`src/periodic_task_tick_scheduler_macros.svh`:
```
// ----------------------------------------------------------------------------
// Periodic task tick scheduler - assertion macros
// Concurrent assertion wrappers on clk_i, disabled while rst_ni is low.
// ----------------------------------------------------------------------------
`ifndef PERIODIC_TASK_TICK_SCHEDULER_MACROS_SVH
`define PERIODIC_TASK_TICK_SCHEDULER_MACROS_SVH

// Same-cycle implication.
`define PTTS_ASSERT_NOW(label, ante, cons) \
  label: assert property (@(posedge clk_i) disable iff (!rst_ni) (ante) |-> (cons)) \
    else $error("ptts: same-cycle check failed");

// Next-cycle implication.
`define PTTS_ASSERT_NEXT(label, ante, cons) \
  label: assert property (@(posedge clk_i) disable iff (!rst_ni) (ante) |=> (cons)) \
    else $error("ptts: next-cycle check failed");

`endif

```
`src/ptts_pkg.sv`:
```
// ----------------------------------------------------------------------------
// ptts_pkg
// Shared sizes, action codes, sequencer states and inter-module structs.
// ----------------------------------------------------------------------------
`default_nettype none

package ptts_pkg;

  localparam int TASK_COUNT  = 8;
  localparam int COUNT_WIDTH = 16;
  localparam int TASK_W      = (TASK_COUNT > 1) ? $clog2(TASK_COUNT) : 1;

  // Fixed widths of the beat fields
  localparam int ACTION_W = 2;
  localparam int INDEX_W  = 3;
  localparam int TICKS_W  = 16;

  localparam logic [ACTION_W-1:0] ACT_TICK    = 2'd0;
  localparam logic [ACTION_W-1:0] ACT_LOAD    = 2'd1;
  localparam logic [ACTION_W-1:0] ACT_SUSPEND = 2'd2;

  typedef enum logic [1:0] {
    SEQ_IDLE,
    SEQ_WALK,
    SEQ_FLUSH
  } seq_state_e;

  // Write command into the task table
  typedef struct packed {
    logic                   load;
    logic                   suspend;
    logic                   cnt_we;
    logic [TASK_W-1:0]      idx;
    logic [COUNT_WIDTH-1:0] period;
    logic [COUNT_WIDTH-1:0] count;
  } tbl_cmd_t;

  // Read data of the walked task
  typedef struct packed {
    logic                   ready;
    logic [COUNT_WIDTH-1:0] count;
    logic [COUNT_WIDTH-1:0] period;
  } tbl_rd_t;

  // Result push into the output register
  typedef struct packed {
    logic               valid;
    logic [INDEX_W-1:0] idx;
    logic               last;
  } out_push_t;

endpackage

`default_nettype wire

```
`src/ptts_task_table.sv`:
```
// ----------------------------------------------------------------------------
// ptts_task_table
// Per-task ready flags, periods and countdowns; one read port, one write.
// ----------------------------------------------------------------------------
`default_nettype none

module ptts_task_table (
  input  wire logic                      clk_i,
  input  wire logic                      rst_ni,
  input  wire ptts_pkg::tbl_cmd_t        cmd_i,
  input  wire logic [ptts_pkg::TASK_W-1:0] rd_idx_i,
  output ptts_pkg::tbl_rd_t              rd_o
);

  logic [ptts_pkg::TASK_COUNT-1:0]  ready_q;
  logic [ptts_pkg::COUNT_WIDTH-1:0] period_q [ptts_pkg::TASK_COUNT];
  logic [ptts_pkg::COUNT_WIDTH-1:0] count_q  [ptts_pkg::TASK_COUNT];

  always_ff @(posedge clk_i or negedge rst_ni) begin
    if (!rst_ni) begin
      ready_q <= '0;
    end else if (cmd_i.load) begin
      ready_q[cmd_i.idx] <= 1'b1;
    end else if (cmd_i.suspend) begin
      ready_q[cmd_i.idx] <= 1'b0;
    end
  end

  // Period and countdown start undefined; only read once loaded
  always_ff @(posedge clk_i) begin
    if (cmd_i.load) begin
      period_q[cmd_i.idx] <= cmd_i.period;
      count_q[cmd_i.idx]  <= cmd_i.count;
    end else if (cmd_i.cnt_we) begin
      count_q[cmd_i.idx]  <= cmd_i.count;
    end
  end

  assign rd_o.ready  = ready_q[rd_idx_i];
  assign rd_o.count  = count_q[rd_idx_i];
  assign rd_o.period = period_q[rd_idx_i];

endmodule

`default_nettype wire

```
`src/ptts_out_stage.sv`:
```
// ----------------------------------------------------------------------------
// ptts_out_stage
// Output register for fired-task beats; frees its slot when taken.
// ----------------------------------------------------------------------------
`default_nettype none

module ptts_out_stage (
  input  wire logic                         clk_i,
  input  wire logic                         rst_ni,
  input  wire ptts_pkg::out_push_t          push_i,
  output logic                              slot_free_o,
  output logic                              out_valid_o,
  input  wire logic                         out_stall_i,
  output logic [ptts_pkg::INDEX_W-1:0]      fired_task_o,
  output logic                              last_of_tick_o
);

  logic                          valid_q, valid_d;
  logic [ptts_pkg::INDEX_W-1:0]  fired_q;
  logic                          last_q;

  assign slot_free_o = !valid_q || !out_stall_i;

  always_comb begin
    valid_d = valid_q;
    if (push_i.valid) begin
      valid_d = 1'b1;
    end else if (!out_stall_i) begin
      valid_d = 1'b0;
    end
  end

  always_ff @(posedge clk_i or negedge rst_ni) begin
    if (!rst_ni) begin
      valid_q <= 1'b0;
    end else begin
      valid_q <= valid_d;
    end
  end

  always_ff @(posedge clk_i) begin
    if (push_i.valid) begin
      fired_q <= push_i.idx;
      last_q  <= push_i.last;
    end
  end

  assign out_valid_o    = valid_q;
  assign fired_task_o   = fired_q;
  assign last_of_tick_o = last_q;

endmodule

`default_nettype wire

```
`src/ptts_sequencer.sv`:
```
// ----------------------------------------------------------------------------
// ptts_sequencer
// Decodes input beats and walks the table one task a cycle on a tick, waiting while the output slot is full.
// ----------------------------------------------------------------------------
`default_nettype none

`include "periodic_task_tick_scheduler_macros.svh"

module ptts_sequencer (
  input  wire logic                             clk_i,
  input  wire logic                             rst_ni,
  input  wire logic                             in_valid_i,
  output logic                                  in_stall_o,
  input  wire logic [ptts_pkg::ACTION_W-1:0]    action_i,
  input  wire logic [ptts_pkg::INDEX_W-1:0]     task_index_i,
  input  wire logic [ptts_pkg::TICKS_W-1:0]     period_ticks_i,
  input  wire logic [ptts_pkg::TICKS_W-1:0]     first_delay_ticks_i,
  input  wire ptts_pkg::tbl_rd_t                rd_i,
  output logic [ptts_pkg::TASK_W-1:0]           rd_idx_o,
  output ptts_pkg::tbl_cmd_t                    cmd_o,
  input  wire logic                             slot_free_i,
  output ptts_pkg::out_push_t                   push_o
);

  localparam logic [ptts_pkg::TASK_W-1:0] LastIdx = ptts_pkg::TASK_W'(ptts_pkg::TASK_COUNT - 1);

  ptts_pkg::seq_state_e            state_q, state_d;
  logic [ptts_pkg::TASK_W-1:0]     walk_q, walk_d;
  logic [ptts_pkg::TASK_W-1:0]     pend_q, pend_d;
  logic                            have_pend_q, have_pend_d;

  logic                            accept;
  logic                            tick_go;
  logic                            walk_exit;
  logic                            idx_ok;
  logic                            fire;
  logic                            need_push;
  logic                            step;
  logic                            done;
  logic [ptts_pkg::COUNT_WIDTH-1:0] base;
  logic [ptts_pkg::COUNT_WIDTH-1:0] period_in;

  assign accept    = in_valid_i && !in_stall_o;
  assign tick_go   = accept && (action_i == ptts_pkg::ACT_TICK);
  assign idx_ok    = 32'(task_index_i) < 32'(ptts_pkg::TASK_COUNT);
  assign period_in = ptts_pkg::COUNT_WIDTH'(period_ticks_i);
  assign rd_idx_o  = walk_q;

  // Shared unit: zero compare, reload select, decrement
  assign fire = rd_i.ready && (rd_i.count == '0);
  assign base = fire ? rd_i.period : rd_i.count;

  assign need_push = (state_q == ptts_pkg::SEQ_WALK) ? (fire && have_pend_q) : have_pend_q;
  assign step      = !need_push || slot_free_i;
  assign done      = !have_pend_q || slot_free_i;
  assign walk_exit = (state_q == ptts_pkg::SEQ_WALK) && step && (walk_q == LastIdx);

  // Next state
  always_comb begin
    state_d = state_q;
    unique case (state_q)
      ptts_pkg::SEQ_IDLE: begin
        if (tick_go) begin
          state_d = ptts_pkg::SEQ_WALK;
        end
      end
      ptts_pkg::SEQ_WALK: begin
        if (walk_exit) begin
          state_d = ptts_pkg::SEQ_FLUSH;
        end
      end
      ptts_pkg::SEQ_FLUSH: begin
        if (done) begin
          state_d = ptts_pkg::SEQ_IDLE;
        end
      end
      default: begin
        state_d = ptts_pkg::SEQ_IDLE;
      end
    endcase
  end

  // Outputs and datapath updates
  always_comb begin
    in_stall_o  = 1'b1;
    cmd_o       = '0;
    push_o      = '0;
    walk_d      = walk_q;
    pend_d      = pend_q;
    have_pend_d = have_pend_q;
    unique case (state_q)
      ptts_pkg::SEQ_IDLE: begin
        in_stall_o = 1'b0;
        cmd_o.idx  = ptts_pkg::TASK_W'(task_index_i);
        if (in_valid_i) begin
          unique case (action_i)
            ptts_pkg::ACT_TICK: begin
              walk_d      = '0;
              have_pend_d = 1'b0;
            end
            ptts_pkg::ACT_LOAD: begin
              cmd_o.load   = idx_ok;
              cmd_o.period = (period_in == '0) ? ptts_pkg::COUNT_WIDTH'(1) : period_in;
              cmd_o.count  = ptts_pkg::COUNT_WIDTH'(first_delay_ticks_i);
            end
            ptts_pkg::ACT_SUSPEND: begin
              cmd_o.suspend = idx_ok;
            end
            default: begin
            end
          endcase
        end
      end
      ptts_pkg::SEQ_WALK: begin
        cmd_o.idx   = walk_q;
        cmd_o.count = base - ptts_pkg::COUNT_WIDTH'(1);
        if (step) begin
          cmd_o.cnt_we = rd_i.ready;
          push_o.valid = need_push;
          push_o.idx   = ptts_pkg::INDEX_W'(pend_q);
          push_o.last  = 1'b0;
          if (fire) begin
            pend_d      = walk_q;
            have_pend_d = 1'b1;
          end
          if (walk_q != LastIdx) begin
            walk_d = walk_q + ptts_pkg::TASK_W'(1);
          end
        end
      end
      ptts_pkg::SEQ_FLUSH: begin
        push_o.valid = have_pend_q && slot_free_i;
        push_o.idx   = ptts_pkg::INDEX_W'(pend_q);
        push_o.last  = 1'b1;
        if (done) begin
          have_pend_d = 1'b0;
        end
      end
      default: begin
      end
    endcase
  end

  always_ff @(posedge clk_i or negedge rst_ni) begin
    if (!rst_ni) begin
      state_q     <= ptts_pkg::SEQ_IDLE;
      walk_q      <= '0;
      have_pend_q <= 1'b0;
    end else begin
      state_q     <= state_d;
      walk_q      <= walk_d;
      have_pend_q <= have_pend_d;
    end
  end

  always_ff @(posedge clk_i) begin
    pend_q <= pend_d;
  end

  // A closing beat only leaves from the flush step
  `PTTS_ASSERT_NOW(a_last_only_in_flush, push_o.valid && push_o.last, state_q == ptts_pkg::SEQ_FLUSH)
  // Never push over a beat that is still waiting
  `PTTS_ASSERT_NOW(a_push_has_slot, push_o.valid, slot_free_i)
  // Stepping past the last task ends the walk
  `PTTS_ASSERT_NEXT(a_walk_ends, walk_exit, state_q == ptts_pkg::SEQ_FLUSH)
  // A tick starts with nothing pending
  `PTTS_ASSERT_NEXT(a_tick_clean, tick_go, !have_pend_q && walk_q == '0)

endmodule

`default_nettype wire

```
`src/periodic_task_tick_scheduler.sv`:
```
// ----------------------------------------------------------------------------
// periodic_task_tick_scheduler
// Time-triggered cooperative scheduler: fires due periodic tasks on each tick.
// ----------------------------------------------------------------------------
//
//   Channel  Dir  Handshake                Beat fields
//   -------  ---  -----------------------  ---------------------------------
//   in       in   in_valid_i/in_stall_o    action, task_index, period_ticks,
//                                          first_delay_ticks
//   out      out  out_valid_o/out_stall_i  fired_task, last_of_tick
//
// Load and suspend beats may follow back to back. A tick is accepted, then
// walks one task per cycle through the shared countdown unit, pausing while a
// result waits for a free output slot, and ends with one flush step.
// Reset clears the ready flags and the sequencer; periods and countdowns are
// left as they are and only read after a load.
// out_stall_i holds the output register; the walk waits for a free slot.
//
`default_nettype none

module periodic_task_tick_scheduler (
  input  wire logic                          clk_i,
  input  wire logic                          rst_ni,
  input  wire logic                          in_valid_i,
  output logic                               in_stall_o,
  input  wire logic [ptts_pkg::ACTION_W-1:0] action_i,
  input  wire logic [ptts_pkg::INDEX_W-1:0]  task_index_i,
  input  wire logic [ptts_pkg::TICKS_W-1:0]  period_ticks_i,
  input  wire logic [ptts_pkg::TICKS_W-1:0]  first_delay_ticks_i,
  output logic                               out_valid_o,
  input  wire logic                          out_stall_i,
  output logic [ptts_pkg::INDEX_W-1:0]       fired_task_o,
  output logic                               last_of_tick_o
);

  ptts_pkg::tbl_cmd_t          tbl_cmd;
  ptts_pkg::tbl_rd_t           tbl_rd;
  logic [ptts_pkg::TASK_W-1:0] tbl_rd_idx;
  ptts_pkg::out_push_t         out_push;
  logic                        slot_free;

  // Task table: ready flags, periods and countdowns
  ptts_task_table u_table (
    .clk_i    (clk_i),
    .rst_ni   (rst_ni),
    .cmd_i    (tbl_cmd),
    .rd_idx_i (tbl_rd_idx),
    .rd_o     (tbl_rd)
  );

  // Decode beats, walk the table, hold back one fired task so that the
  // final one of a tick can be marked as last
  ptts_sequencer u_seq (
    .clk_i               (clk_i),
    .rst_ni              (rst_ni),
    .in_valid_i          (in_valid_i),
    .in_stall_o          (in_stall_o),
    .action_i            (action_i),
    .task_index_i        (task_index_i),
    .period_ticks_i      (period_ticks_i),
    .first_delay_ticks_i (first_delay_ticks_i),
    .rd_i                (tbl_rd),
    .rd_idx_o            (tbl_rd_idx),
    .cmd_o               (tbl_cmd),
    .slot_free_i         (slot_free),
    .push_o              (out_push)
  );

  // Output register: hold a result beat until it is taken
  ptts_out_stage u_out (
    .clk_i          (clk_i),
    .rst_ni         (rst_ni),
    .push_i         (out_push),
    .slot_free_o    (slot_free),
    .out_valid_o    (out_valid_o),
    .out_stall_i    (out_stall_i),
    .fired_task_o   (fired_task_o),
    .last_of_tick_o (last_of_tick_o)
  );

endmodule

`default_nettype wire

```
`config.mk`:
```
export PLATFORM = sky130hd
export DESIGN_NAME = periodic_task_tick_scheduler
export DESIGN_NICKNAME = d
export VERILOG_FILES = /design/src/ptts_pkg.sv /design/src/ptts_task_table.sv /design/src/ptts_out_stage.sv /design/src/ptts_sequencer.sv /design/src/periodic_task_tick_scheduler.sv
export VERILOG_INCLUDE_DIRS = /design/src /design/src/src
export SDC_FILE = /design/constraint.sdc
export NUM_CORES = 1
export LEC_CHECK = 0
export BUFFER_PORTS_ARGS = -buffer_cell sky130_fd_sc_hd__buf_2
export CELL_PAD_IN_SITES_DETAIL_PLACEMENT = 1
export CELL_PAD_IN_SITES_GLOBAL_PLACEMENT = 1
export CORE_UTILIZATION = 39
export DETAILED_ROUTE_END_ITERATION = 16
export GPL_TIMING_DRIVEN = 0
export PLACE_DENSITY_LB_ADDON = 0.1
export SYNTH_ARGS = -nofsm -noshare
export SYNTH_HDL_FRONTEND = slang
export SYNTH_SLANG_ARGS = --single-unit
```
`constraint.sdc`:
```
create_clock -name clk_i -period 5.7 [get_ports clk_i]
set_clock_uncertainty 0.2 [all_clocks]
set_input_delay 0.57 -clock clk_i [delete_from_list [all_inputs] [get_ports clk_i]]
set_output_delay 0.57 -clock clk_i [all_outputs]
set_load 0.05 [all_outputs]
```
### After elaboration in Yosys (flattened, before gate mapping)

Memories as Yosys holds them, arrays and structs flattened.
Index checks and enable logic that the tools add are counted.

| cells by class | value |
|---|---|
| magnitude comparators | 3 |
| bitwise logic cells | 4 |
| add/sub/neg operators | 2 |
| reduce and logical (&&, ||, !) cells | 26 |
| equal/unequal tests | 15 |
| muxes and demuxes | 46 |

Operators with widths:

| kind | number |
|---|---|
| 2-to-1 mux 16 bit | 4 |
| 2-to-1 mux 32 bit | 2 |
| logical NOT 16 bit | 2 |
| case mux 16 bit (2 select lines) | 1 |
| 2-to-1 mux 1 bit | 20 |
| 2-to-1 mux 8 bit | 2 |
| subtractor 16 x 1 -> 16 bit, second input constant | 1 |
| 2-to-1 mux 3 bit | 4 |
| inequality test 2 x 1 -> 1 bit, second input constant | 6 |
| case mux 3 bit (2 select lines) | 2 |
| 2-to-1 mux 2 bit | 5 |
| case mux 5 bit (2 select lines) | 1 |
| AND 8 bit | 1 |
| logical AND 1 bit | 8 |
| less-than comparator 3 x 4 -> 1 bit, second input constant | 2 |
| NOT 8 bit | 1 |
| bitwise OR 8 bit | 1 |
| inequality test 2 bit, second input constant | 3 |
| case mux 2 bit (3 select lines) | 1 |
| AND reduction 3 bit | 2 |
| AND reduction 6 bit | 1 |
| 2-to-1 mux 5 bit | 1 |
| AND reduction 5 bit | 1 |
| == test 2 x 1 -> 1 bit, second input constant | 2 |
| other kinds (14) | 22 |

| storage, ports and cells | value |
|---|---|
| output and inout bits | 6 |
| word-level logic and storage cells | 106 |
| memories | 2 |
| input bits | 41 |
| flip-flop bits (word level) | 22 |
| bits in writable memories | 256 |

Memories:

| name | words | bits a word | rd ports | clocked after Yosys merged registers in | wr ports | line | text |
|---|---|---|---|---|---|---|---|
| u_table.count_q | 8 | 16 | 1 | 0 | 1 | ptts_task_table.sv:17 | `logic [ptts_pkg::COUNT_WIDTH-1:0] count_q [ptts_pkg::TASK_COUNT];` |
| u_table.period_q | 8 | 16 | 1 | 0 | 1 | ptts_task_table.sv:16 | `logic [ptts_pkg::COUNT_WIDTH-1:0] period_q [ptts_pkg::TASK_COUNT];` |

### Depth between registers and ports, before layout

Gate-level depths: netlist (run 1).

| depth | value |
|---|---|
| depth in word-level cells | 13 |
| depth in mapped cells | 19 |

### Cells and area by module

From an unflattened synthesis (run 1), not the netlist that was laid out.

| second synthesis, totals | value |
|---|---|
| cell total of the unflattened synthesis | 662 |
| area total of the unflattened synthesis | 11959.0 µm² |

Modules (own cells, without submodules):

| module | area an instance (µm²) | times used | cells each | sequential area each (µm²) |
|---|---|---|---|---|
| ptts_task_table | 10152.2 | 1 | 430 | 7887.6 |
| ptts_sequencer | 1650.3 | 1 | 225 | 240.2 |
| ptts_out_stage | 156.4 | 1 | 7 | 145.1 |

### Worst setup path before layout (run 1)

Ideal clock, no wire load.

| timing | value |
|---|---|
| path type | reg2reg |
| start point | register u_seq.walk_q, in the netlist u_seq.rd_idx_o[1] |
| end point | memory u_table.count_q[0][12] (netlist bit), data pin |
| library setup time | 0.265 ns |
| required time | 5.235 ns |
| stages on the path, launching flop included | 19 |
| data arrival time | 4.416 ns |
| slack | 0.819 ns |
| clock period less this slack | 4.881 ns |
| cells stage by stage | dfrtp_1 > buf_6 > buf_4 > buf_2 > mux4_2 > mux2_2 > nand4_1 > nor3_1 > buf_4 > nand2_1 > clkbuf_1 > o21a_1 > ha_1 > nand3_1 > or3b_2 > a311oi_4 > nand4_1 > xnor2_1 > o21ai_0 |

RTL lines:

| item | line | text |
|---|---|---|
| start, declared | ptts_sequencer.sv:28 | `logic [ptts_pkg::TASK_W-1:0] walk_q, walk_d;` |
| start signal, assigned | ptts_sequencer.sv:151 | `walk_q <= walk_d;` |
| end, declared | ptts_task_table.sv:17 |  |

==> results of run 1 <==
-- final cells by class --
cell class                 instances  area, um^2  area share
buffer                            34         199      0.0142
sequential                       278        8270       0.589
clock buffer                      40         830      0.0590
inverter                          11        41.3     0.00294
clock inverter                    18         158      0.0112
timing repair buffer              65         554      0.0394
tap                              390         488      0.0347
multi-input combinational        364        3510       0.250
-- repair_timing --
action                                  CTS  global route
resized for setup                         4             7
hold buffers                              1             0
setup buffers                             1             1
endpoints found under the setup margin   48            32
endpoints found under the hold margin    15             0
pin swaps                                 1             1
-- worst max-delay path by stage --
stage,end,cells past startpoint,slack (ns)
2_1_floorplan,u_table.count_q[0][12],18,0.82
3_3_place_gp,u_table.count_q[0][12],19,-0.66
3_5_place_dp,u_table.count_q[1][12],19,-0.88
4_1_cts,u_table.count_q[1][12],17,0.0007
5_1_grt,u_table.count_q[1][8],17,0.03
6_report,u_table.count_q[0][8],18,0.29
-- synthesized netlist by cell type (4+ instances only) --
cell | n | share of area
edfxtp_1 | 263 | 0.66
buf_1 | 4 | 0.0013
nand4_1 | 4 | 0.0021
xnor2_1 | 6 | 0.0044
a22o_1 | 4 | 0.0029
o21ai_0 | 35 | 0.015
xor2_1 | 4 | 0.0029
inv_1 | 11 | 0.0034
nor2_1 | 33 | 0.010
mux4_2 | 66 | 0.12
buf_6 | 4 | 0.0038
nand3_1 | 13 | 0.0054
nand2_1 | 42 | 0.013
buf_2 | 11 | 0.0046
mux2i_1 | 23 | 0.019
a21oi_1 | 17 | 0.0071
ha_1 | 7 | 0.0073
clkbuf_1 | 13 | 0.0041
mux2_2 | 11 | 0.010
nor3_1 | 7 | 0.0029
o211ai_1 | 7 | 0.0044
and2_1 | 18 | 0.0094
a211oi_1 | 4 | 0.0025
dfrtp_1 | 15 | 0.031
a31oi_1 | 10 | 0.0052
-- per-layer routing --
| layer | wire (um) | vias to the layer above |
|---|---|---|
| met2 | 15600 | 136 |
| met1 | 13600 | 3558 |
| li1 | - | 3000 |
| met5 | 0 | - |
| met3 | 1100 | 47 |
| met4 | 630 | 0 |
-- registers in the layout, indices dropped and copies added (netlist names), named ones only --
signal / count
u_table.count_q: 128
u_table.period_q: 128
u_out.fired_task_o: 3
u_seq.pend_q: 3
u_seq.rd_idx_o: 3
u_seq.state_q: 2
u_out.last_of_tick_o: 1
u_out.out_valid_o: 1
u_seq.have_pend_q: 1
-- stage by stage --
step / hold WS, ns / worst slack, ns / power (W)
CTS: 0.0221 / 0.000663 / 0.00737
detailed placement: 0.294 / -0.880 / 0.00544
floorplan: 0.0744 / 0.819 / 0.00455
global placement: 0.287 / -0.656 / 0.00529
finish: 0.0419 / 0.285 / 0.00732
global route: 0.0595 / 0.0259 / 0.00766
-- cell families (layout without fill, tap and decap cells) --
logic type               after synthesis  after routing  share of synthesized area
AO/OA/AOI/OAI                        105            105                     0.0582
XOR/XNOR                              10             10                    0.00731
adder cells (fa/ha/maj)                7              7                    0.00731
buffers and inverters                 46            168                     0.0196
flip-flops                           278            278                      0.691
multiplexers                         102            102                      0.157
AND/OR/NAND/NOR                      140            140                     0.0599
-- placed cells by master (no fill, tap or decap), drive strengths merged, types with 2 or more instances in the layout --
| master | synthesis | routed |
|---|---|---|
| edfxtp | 263 | 263 |
| buf | 22 | 83 |
| mux4 | 66 | 66 |
| clkbuf | 13 | 55 |
| nand2 | 42 | 42 |
| o21ai | 36 | 36 |
| nor2 | 33 | 33 |
| mux2i | 24 | 24 |
| and2 | 18 | 18 |
| a21oi | 17 | 17 |
| dfrtp | 15 | 15 |
| nand3 | 13 | 13 |
| inv | 11 | 13 |
| mux2 | 12 | 12 |
| a31oi | 10 | 10 |
| clkinv | 0 | 10 |
| nor3 | 7 | 7 |
| o211ai | 7 | 7 |
| ha | 7 | 7 |
| xnor2 | 6 | 6 |
| nand4 | 4 | 4 |
| a211oi | 4 | 4 |
| a22o | 4 | 4 |
| xor2 | 4 | 4 |
| clkinvlp | 0 | 4 |
| o311ai | 4 | 4 |
| or2 | 3 | 3 |
| o21a | 3 | 3 |
| a22oi | 3 | 3 |
| nor4 | 3 | 3 |
| nand2b | 3 | 3 |
| and3 | 2 | 2 |
| and4b | 2 | 2 |
| or3 | 2 | 2 |
| o221ai | 2 | 2 |
| nor4b | 2 | 2 |
| a41oi | 2 | 2 |
| o31a | 2 | 2 |
| bufinv | 0 | 2 |
-- critical path, stage by stage (launching register included) --
cell and delay, ns:
dfrtp_1 0.41, buf_6 0.15, buf_8 0.16, inv_1 0.08, buf_2 0.44, buf_2 0.49
mux2i_1 0.28, nand4_1 0.19, nor3_1 0.07, and2_1 0.15, buf_2 0.21, a21boi_0 0.31
ha_1 0.24, nand3_1 0.10, or3b_2 0.51, a311oi_4 0.40, and2_1 0.22, a211oi_1 0.08
a211o_1 0.39
-- power by group through the flow --
stage          combinational (W)  clock (W)  sequential (W)
2_1_floorplan            0.00182          0         0.00272
3_3_place_gp             0.00255          0         0.00274
3_5_place_dp             0.00269          0         0.00275
4_1_cts                  0.00272    0.00195         0.00271
5_1_grt                  0.00292    0.00201         0.00272
6_report                 0.00269    0.00192         0.00271
==> impl_results.md, run 1 <==
- Outcome: finished, final reports clean
- DRC viols: 0
- Cells after DPL: 1140
- Filler cell count: 2879
- Int Power: 0.00481 W
- IO Port Bufs: 46
- Antenna Nets Post-Route: 0
- Worst vdd ir: 0.000243 V
- Syn-to-layout area delta: 17.4%
- Cell area after layout: 0.0141 mm^2
- 1st-pass router iterations: 5
- Lkg Pwr: 4.67 nW
- Initial antenna violation count: 1
- Fin util: 0.469
- Total gr overflow: 0
- Routed length per instance: 25.8 um
- Endpoints failing hold: 0
- Clk sinks: 278
- Num ports: 47
- GR Util met3: 0.0275
- Flop2flop setup slack: 0.29 ns
- Total CTS buffers: 31
- Launching point of the worst reg2reg path: u_seq.rd_idx_o[0]
- Reg power frac: 0.370
- CTS tree: done
- Largest net degree at the start of global routing: 16
- CP Data Required Time: 5.76 ns
- Antenna cells: 0
- Die Span Y: 177 um
- Switching part of the total: 0.342
- Die ar.: 0.0314 mm^2
- PD cells: 520 mW/mm^2
- Met1 Use GR: 0.272
- Clock buffer depth: 3
- Worst min path class: input pin to register
- GRT Util Overall: 0.204
- Worst-Margin Slew: 1.11 ns
- Layout Cells excl Fill: 1200
- Mean area per synthesized cell: 17.4 um^2
- Slew Limit Fails: 0
- Net Sw Power: 0.00250 W
- Critical Path Source Type: register
- Hold depth: 3
- Final setup fails: 0
- Main flop type after synthesis: edfxtp_1
- Critical path class: register to register
- Later-pin clock latency in the skew report: 0.56 ns
- Post-synthesis cell count: 688
- Max-cap violation count: 0
- Starting Density: 0.400
- Relative slew slack: 0.247
- Synth Register Bits: 278
- RSZ-0062 raised after global routing: false
- Final Wtd Congestion: 0.813
- Achievable frequency: 185 MHz
- H-Tree Depth: 1
- Post-synth cell types: 62
- R2R cell count: 18
- Vias: 6741
- DRT iter0 DRCs: 406
- Share of layout cells above drive strength 1: 0.298
- DRT Wirelength: 31000 um
- Via density: 5.62
- Post-DP Area: 0.0130 mm^2
- Most used routing layer: met2
- Worst r2r dst: u_table.count_q[0][8]
- Worst-path clk slew: 0.06 ns
- Fin crit share: 0.950
- Cell Rows: 63
- Final nets: 833
- Post-synthesis sequential area ratio: 0.691
- Post-synth ARST share: 0.0540
- Post-synth EDFFs: 263
- Critical path origin: u_seq.rd_idx_o[0]
- Routing usage on met2: 0.352
- Post-Syn Area: 0.0120 mm^2
- Syn. warnings: 0
- First-pass GRT wire length: 46000 um
- Vias in the first global route: 7133
- Crit. End Element: register
- Hold Crit Endpoint: u_out.out_valid_o
- Hold path start: out_stall_i
- Clock network fraction of total power: 0.262
- DP HPWL: 22100 um
- Comb power frac: 0.368
- WP data arrival: 5.48 ns
- Syn nets: 736
- Die W: 177 um
- Post-route minimum period: 5.41 ns
- CTS root buffer: clkbuf_16
- Core area: 0.0300 mm^2
- Final setup TNS: 0 ns
- Crit-path max FO: 10
No activity file was read; power rests on OpenSTA's default activity.
==> run 2, diff against run 1 <==
--- a/config.mk
+++ b/config.mk
@@ -9,10 +9,11 @@
 export BUFFER_PORTS_ARGS = -buffer_cell sky130_fd_sc_hd__buf_2
 export CELL_PAD_IN_SITES_DETAIL_PLACEMENT = 1
 export CELL_PAD_IN_SITES_GLOBAL_PLACEMENT = 1
+export CORE_ASPECT_RATIO = 1.1
 export CORE_UTILIZATION = 39
 export DETAILED_ROUTE_END_ITERATION = 16
 export GPL_TIMING_DRIVEN = 0
-export PLACE_DENSITY_LB_ADDON = 0.1
+export PLACE_DENSITY = 0.65
 export SYNTH_ARGS = -nofsm -noshare
 export SYNTH_HDL_FRONTEND = slang
 export SYNTH_SLANG_ARGS = --single-unit
==> run 2 against run 1 <==
Against the previous run:
- non-clock buffer count shrank 1
- via count shrank 0.39%
- first-iteration DRC count grew 24%
- worst hold slack is essentially flat
- total power shrank 0.95%
- critical endpoint unchanged
- highest routed layer unchanged
==> impl_results.md, run 2 (synthesis results as in run 1) <==
- DRT Wirelength: 31000 um
- CTS root buffer: clkbuf_16
- Slew Limit Fails: 0
- CP top delay family: buffers and inverters
- CTS tree: done
- Later-pin clock latency in the skew report: 0.55 ns
- Total CTS buffers: 30
- Worst-Margin Slew: 0.931 ns
- Final Wtd Congestion: 0.821
- Clock buffer depth: 3
- Area of the multi-input gates: 0.00351 mm^2
- Antenna cells: 0
- CP Data Required Time: 5.76 ns
- Most frequent cells in the layout: 263 x edfxtp_1, 66 x mux4_2, 57 x buf_2
- H-Tree Depth: 1
- Filler cell count: 2898
- Critical Path Source Type: register
- Final nets: 831
- Initial antenna violation count: 0
- 1st-pass router iterations: 5
- Layout Cells excl Fill: 1215
- Flop2flop setup slack: 0.21 ns
- Fin Hold WS: 0.0417 ns
- PD cells: 515 mW/mm^2
- Regs by FF count: u_table.count_q x128, u_table.period_q x128
- Antenna Nets Post-Route: 0
- Vias in the first global route: 7347
- Total gr overflow: 0
- Starting Density: 0.401
- Crit. End Element: register
- Num ports: 47
- Clk sinks: 278
- WP data arrival: 5.55 ns
- IO Port Bufs: 46
- Lkg Pwr: 4.66 nW
- Syn-to-layout area delta: 17.6%
- Fin crit share: 0.963
- Most common cell after layout, fill and taps aside: edfxtp_1
- Achievable frequency: 182 MHz
- CP max-delay cell: buf_1
- DRC viols: 0
- Routed length per instance: 25.5 um
- Largest net degree at the start of global routing: 16
- Die W: 169 um
- Die Span Y: 186 um
- Relative slew slack: 0.362
- Outcome: finished, final reports clean
- RSZ-0062 raised after global routing: false
- Die ar.: 0.0314 mm^2
- Buffer and inverter count on the worst path: 4
- First-pass GRT wire length: 45800 um
- Core area: 0.0299 mm^2
- CP cell instances: buf_2 > buf_2 > buf_2 > buf_1 > mux4_2 > mux2i_1 > o21a_1 > ha_1 > nand3_1 > or3b_2 > a311oi_4 > and2_1 > a211oi_1 > a211o_1
- Max incr delay on CP: 0.61 ns
- Share of layout cells above drive strength 1: 0.291
- Max-cap violation count: 0
- GRT Util Overall: 0.203
- Crit-path max FO: 10
- DRT iter0 DRCs: 504
- Cell Rows: 66
- Worst min path class: input pin to register
- Worst-path clk slew: 0.06 ns
- DP HPWL: 22100 um
- Critical path class: register to register
- Worst vdd ir: 0.000252 V
- Flip-flop and latch area: 0.00827 mm^2
- Final setup fails: 0
- Endpoints failing hold: 0
- CP most frequent cell: buf_2
- Vias: 6715
- Via density: 5.53
- Cells after DPL: 1158
- Post-route minimum period: 5.49 ns
==> run 2: cell count changes in the layout (fill, tap and decap cells not counted), moves of 2 or more <==
cell and change:
clkbuf_8 -2, clkinv_1 +3, buf_8 -4, buf_16 +4
clkbuf_1 -2
==> run 2: per-layer routing <==
| layer | track usage | vias to the layer above | wire [um] |
|---|---|---|---|
| met5 | 0 | - | 0 |
| met4 | 0.0613 | 0 | 849 |
| met3 | 0.0259 | 50 | 1180 |
| met2 | 0.364 | 169 | 16000 |
| met1 | 0.256 | 3513 | 13000 |
| li1 | - | 2983 | - |
==> run 2: repair_timing <==
action                                  in CTS  in global routing
endpoints found under the setup margin      48                 32
hold buffers                                 1                  0
endpoints found under the hold margin       15                  0
gates resized for setup                      5                  6
setup buffers                                1                  0
pin swaps                                    1                  0
==> run 2: path summary, 6_finish.rpt <==
path | startpoint | endpoint | cells past startpoint
min reg2reg | u_seq.rd_idx_o[2] | u_seq.pend_q[2] | 0
max | u_seq.rd_idx_o[2] | u_table.count_q[0][8] | 14
min | out_stall_i | u_out.out_valid_o | 3
max reg2reg | u_seq.rd_idx_o[2] | u_table.count_q[0][8] | 14
min in group asynchronous | rst_ni | u_seq.rd_idx_o[0] | 2
max in group asynchronous | rst_ni | u_seq.rd_idx_o[1] | 2
==> run 2: worst reg2reg max path: stages, from the launching register on <==
cell	delay (ns)
dfrtp_1	0.38
buf_2	0.31
buf_2	0.35
buf_2	0.35
buf_1	0.61
mux4_2	0.43
mux2i_1	0.39
o21a_1	0.18
ha_1	0.20
nand3_1	0.11
or3b_2	0.52
a311oi_4	0.41
and2_1	0.26
a211oi_1	0.12
a211o_1	0.40
==> run 2: area by class of cell <==
class	instances	share of cell area
sequential	278	0.587
inverter	11	0.00293
timing repair buffer	64	0.0424
clock inverter	20	0.0111
clock buffer	36	0.0564
buffer	34	0.0143
tap	408	0.0362
multi-input combinational	364	0.249
==> run 2: where the power goes <==
group | total, W | switching (W) | internal [W]
clock | 0.00186 | 0.000776 | 0.00108
combinational | 0.00268 | 0.00164 | 0.00104
sequential | 0.00271 | 0.0000563 | 0.00265
==> run 2: stage by stage <==
stage	power [W]	TNS [ns]	setup WS, ns	cell area (um^2)	utilization
3_5_place_dp	0.00542	-23.42	-0.728	13100	0.438
2_1_floorplan	0.00455	0	0.819	12000	-
4_1_cts	0.00729	0	0.0573	14100	0.471
5_1_grt	0.00756	0	0.00435	14100	0.471
6_report	0.00725	0	0.212	14100	0.471
3_3_place_gp	0.00524	-31.47	-0.607	12700	0.425
==> run 3, diff against run 2 <==
--- a/config.mk
+++ b/config.mk
@@ -16,4 +16,5 @@
 export PLACE_DENSITY = 0.65
 export SYNTH_ARGS = -nofsm -noshare
 export SYNTH_HDL_FRONTEND = slang
+export SYNTH_HIERARCHICAL = 1
 export SYNTH_SLANG_ARGS = --single-unit
==> run 3 against run 2 <==
Against the previous run:
- sequential share of layout area increased by 0.31 points
- maximum frequency increased by 3.1%
- global-route usage decreased by 0.45 points
- highest routed layer unchanged
- sequential power increased by 5%
- first-iteration DRC count increased by 4.2%
- total power increased by 0.60%
- setup slack improved by 0.16 ns
- register-to-register slack improved by 0.16 ns
- worst hold slack improved by 0.010 ns
- final area decreased by 0.53%
==> impl_results.md, run 3 <==
- WP data arrival: 5.38 ns
- Int Power: 0.00486 W
- RSZ-0062 raised after global routing: false
- Count leader, synth: edfxtp_1
- DRT Wirelength: 29900 um
- Final Wtd Congestion: 0.875
- Flop2flop setup slack: 0.37 ns
- Post-synth cell types: 65
- Cell Rows: 66
- Regs by FF count: u_table/count_q x128, u_table/period_q x128
- Clk sinks: 278
- Fin crit share: 0.934
- IO Port Bufs: 46
- Die Span Y: 186 um
- First-pass GRT wire length: 45700 um
- Achievable frequency: 188 MHz
- Synth top area cells: edfxtp_1 66%, mux4_2 11%, dfrtp_1 3.1%
- Main flop type after synthesis: edfxtp_1
- Post-synth ARST share: 0.0540
- Slew Limit Fails: 0
- Crit. End Element: register
- CP top delay family: simple AND/OR/NAND/NOR gates
- Worst-path clk slew: 0.06 ns
- Synth Area in Adders: 0.00837
- 1st-pass router iterations: 5
- Worst vdd ir: 0.000253 V
- Total chip power: 0.00729 W
- Net Sw Power: 0.00243 W
- Simple-gate share of the synthesized area: 0.0624
- CP most frequent cell: nand2_1
- Later-pin clock latency in the skew report: 0.56 ns
- Top routing layer used: met4
- Compound-gate portion of the synthesized area: 0.0583
- Starting Density: 0.400
- DRT iter0 DRCs: 525
- Clock buffer depth: 3
- PD cells: 520 mW/mm^2
- Critical path class: register to register
- Final nets: 809
- Antenna Nets Post-Route: 0
- DP HPWL: 20900 um
- Endpoints failing hold: 0
- Post-synthesis cell count: 662
- Metal2 WL: 15200 um
- Top cell type's share of synthesized area: 0.660
- DRC viols: 0
- Initial antenna violation count: 0
- Most common cell after layout, fill and taps aside: edfxtp_1
- Reg power frac: 0.389
- Max incr delay on CP: 0.52 ns
- Num ports: 47
- Final setup TNS: 0 ns
- Outcome: finished, final reports clean
- Critical Path Source Type: register
- Antenna cells: 0
- Vias: 6730
- Post-synth EDFFs: 263
- Syn nets: 711
- Syn-to-layout area delta: 17.1%
- Final setup fails: 0
- Vias in the first global route: 7398
- Most frequent cells in the layout: 263 x edfxtp_1, 60 x mux4_2, 56 x buf_2
- Die ar.: 0.0314 mm^2
- CP Data Required Time: 5.76 ns
- Routed length per instance: 25.2 um
- Max-cap violation count: 0
- Total gr overflow: 0
- Die W: 169 um
- Post-route minimum period: 5.33 ns
- Worst-Margin Slew: 1.29 ns
- Comb power frac: 0.362
- Synth Area in XOR/XNOR: 0.00220
- Syn. warnings: 6
- Via density: 5.67
- CTS root buffer: clkbuf_16
- CP max-delay cell: or4_1
- List of most frequent post-synthesis cells: 263 x edfxtp_1, 60 x mux4_2, 33 x mux2_2
- Layout Cells excl Fill: 1187
- Switching part of the total: 0.333
- Buffer and inverter count on the worst path: 2
- Clock network fraction of total power: 0.248
- CTS tree: done
- Worst min path class: input pin to register
- Relative slew slack: 0.135
- Synth Register Bits: 278
- Total CTS buffers: 29
- Post-synth top area cell: edfxtp_1
- Mean area per synthesized cell: 18.1 um^2
- M1 WL: 12800 um
- CP cell instances: clkbuf_2 > buf_2 > mux4_2 > mux2_2 > nor4b_4 > nand2_1 > nor2_1 > a21oi_1 > ha_1 > nor3b_1 > nand2_1 > a311o_1 > or4_1 > a32o_1
- Post-Syn Area: 0.0120 mm^2
- Met3 wire len: 1230 um
- H-Tree Depth: 1
- Share of layout cells above drive strength 1: 0.312
- Cells after DPL: 1135
- Post-synthesis sequential area ratio: 0.692
- Mux cell area share after synthesis: 0.158
- Lkg Pwr: 4.80 nW
- Core area: 0.0299 mm^2
- Largest family of logic cells by synthesized area: multiplexers
- GRT Util Overall: 0.198
- Largest net degree at the start of global routing: 16
- Crit-path max FO: 10
[run 3: power groups by stage]
stage          Clock (W)  Sequential (W)  Combinational (W)
3_5_place_dp           0         0.00288            0.00261
5_1_grt          0.00191         0.00286            0.00285
3_3_place_gp           0         0.00288            0.00241
4_1_cts          0.00185         0.00284            0.00263
2_1_floorplan          0         0.00285            0.00178
6_report         0.00181         0.00284            0.00264
[run 3: through the flow]
stage	hold WS [ns]	utilization	cell area, um^2	worst slack, ns
2_1_floorplan	0.0744	-	12000	1.34
3_3_place_gp	0.267	0.425	12700	-0.881
3_5_place_dp	0.278	0.437	13100	-0.404
4_1_cts	0.0361	0.468	14000	0.0974
5_1_grt	0.0511	0.469	14000	0.0811
6_report	0.0522	0.469	14000	0.374
[run 3: path summary, 6_finish.rpt]
kind	from	end	cells past startpoint
max	u_seq/rd_idx_o[2]	u_table/count_q[4][10]	14
max reg2reg	u_seq/rd_idx_o[2]	u_table/count_q[4][10]	14
max in group asynchronous	rst_ni	u_seq/rd_idx_o[1]	2
min	out_stall_i	u_out/out_valid_o	2
min in group asynchronous	rst_ni	u_seq/state_q[1]	2
min reg2reg	register	register	1
[run 3: logic make-up (layout without fill, tap and decap cells)]
kind of cell,Yosys count,in the layout
DFF,278,278
xor gates and xnor gates,3,3
muxes,100,100
buffers and inverters,46,163
and+or+nand+nor,133,133
AOI/OAI and AO/OA,94,94
adders and majority gates,8,8
[run 3: timing repair]
action / 4_1_cts / 5_1_grt
gates resized for setup: 2 / 3
hold buffers: 1 / 0
pin swaps: 0 / 1
setup endpoints to repair: 16 / 16
hold endpoints to repair: 15 / 0
buffers inserted: 0 / 1
[run 3: cell type report]
class	count	area [um^2]
Multi-Input combinational cell	338	3530
Fill cell	2916	15900
Clock buffer	34	744
Inverter	11	41.3
Timing Repair Buffer	67	568
Tap cell	408	510
Sequential cell	278	8270
Clock inverter	16	153
Buffer	35	186
[run 3: routing by layer]
layer / up-vias / track usage
met5: - / 0
met4: 0 / 0.0560
met3: 49 / 0.0234
met2: 188 / 0.351
met1: 3546 / 0.257
li1: 2947 / -
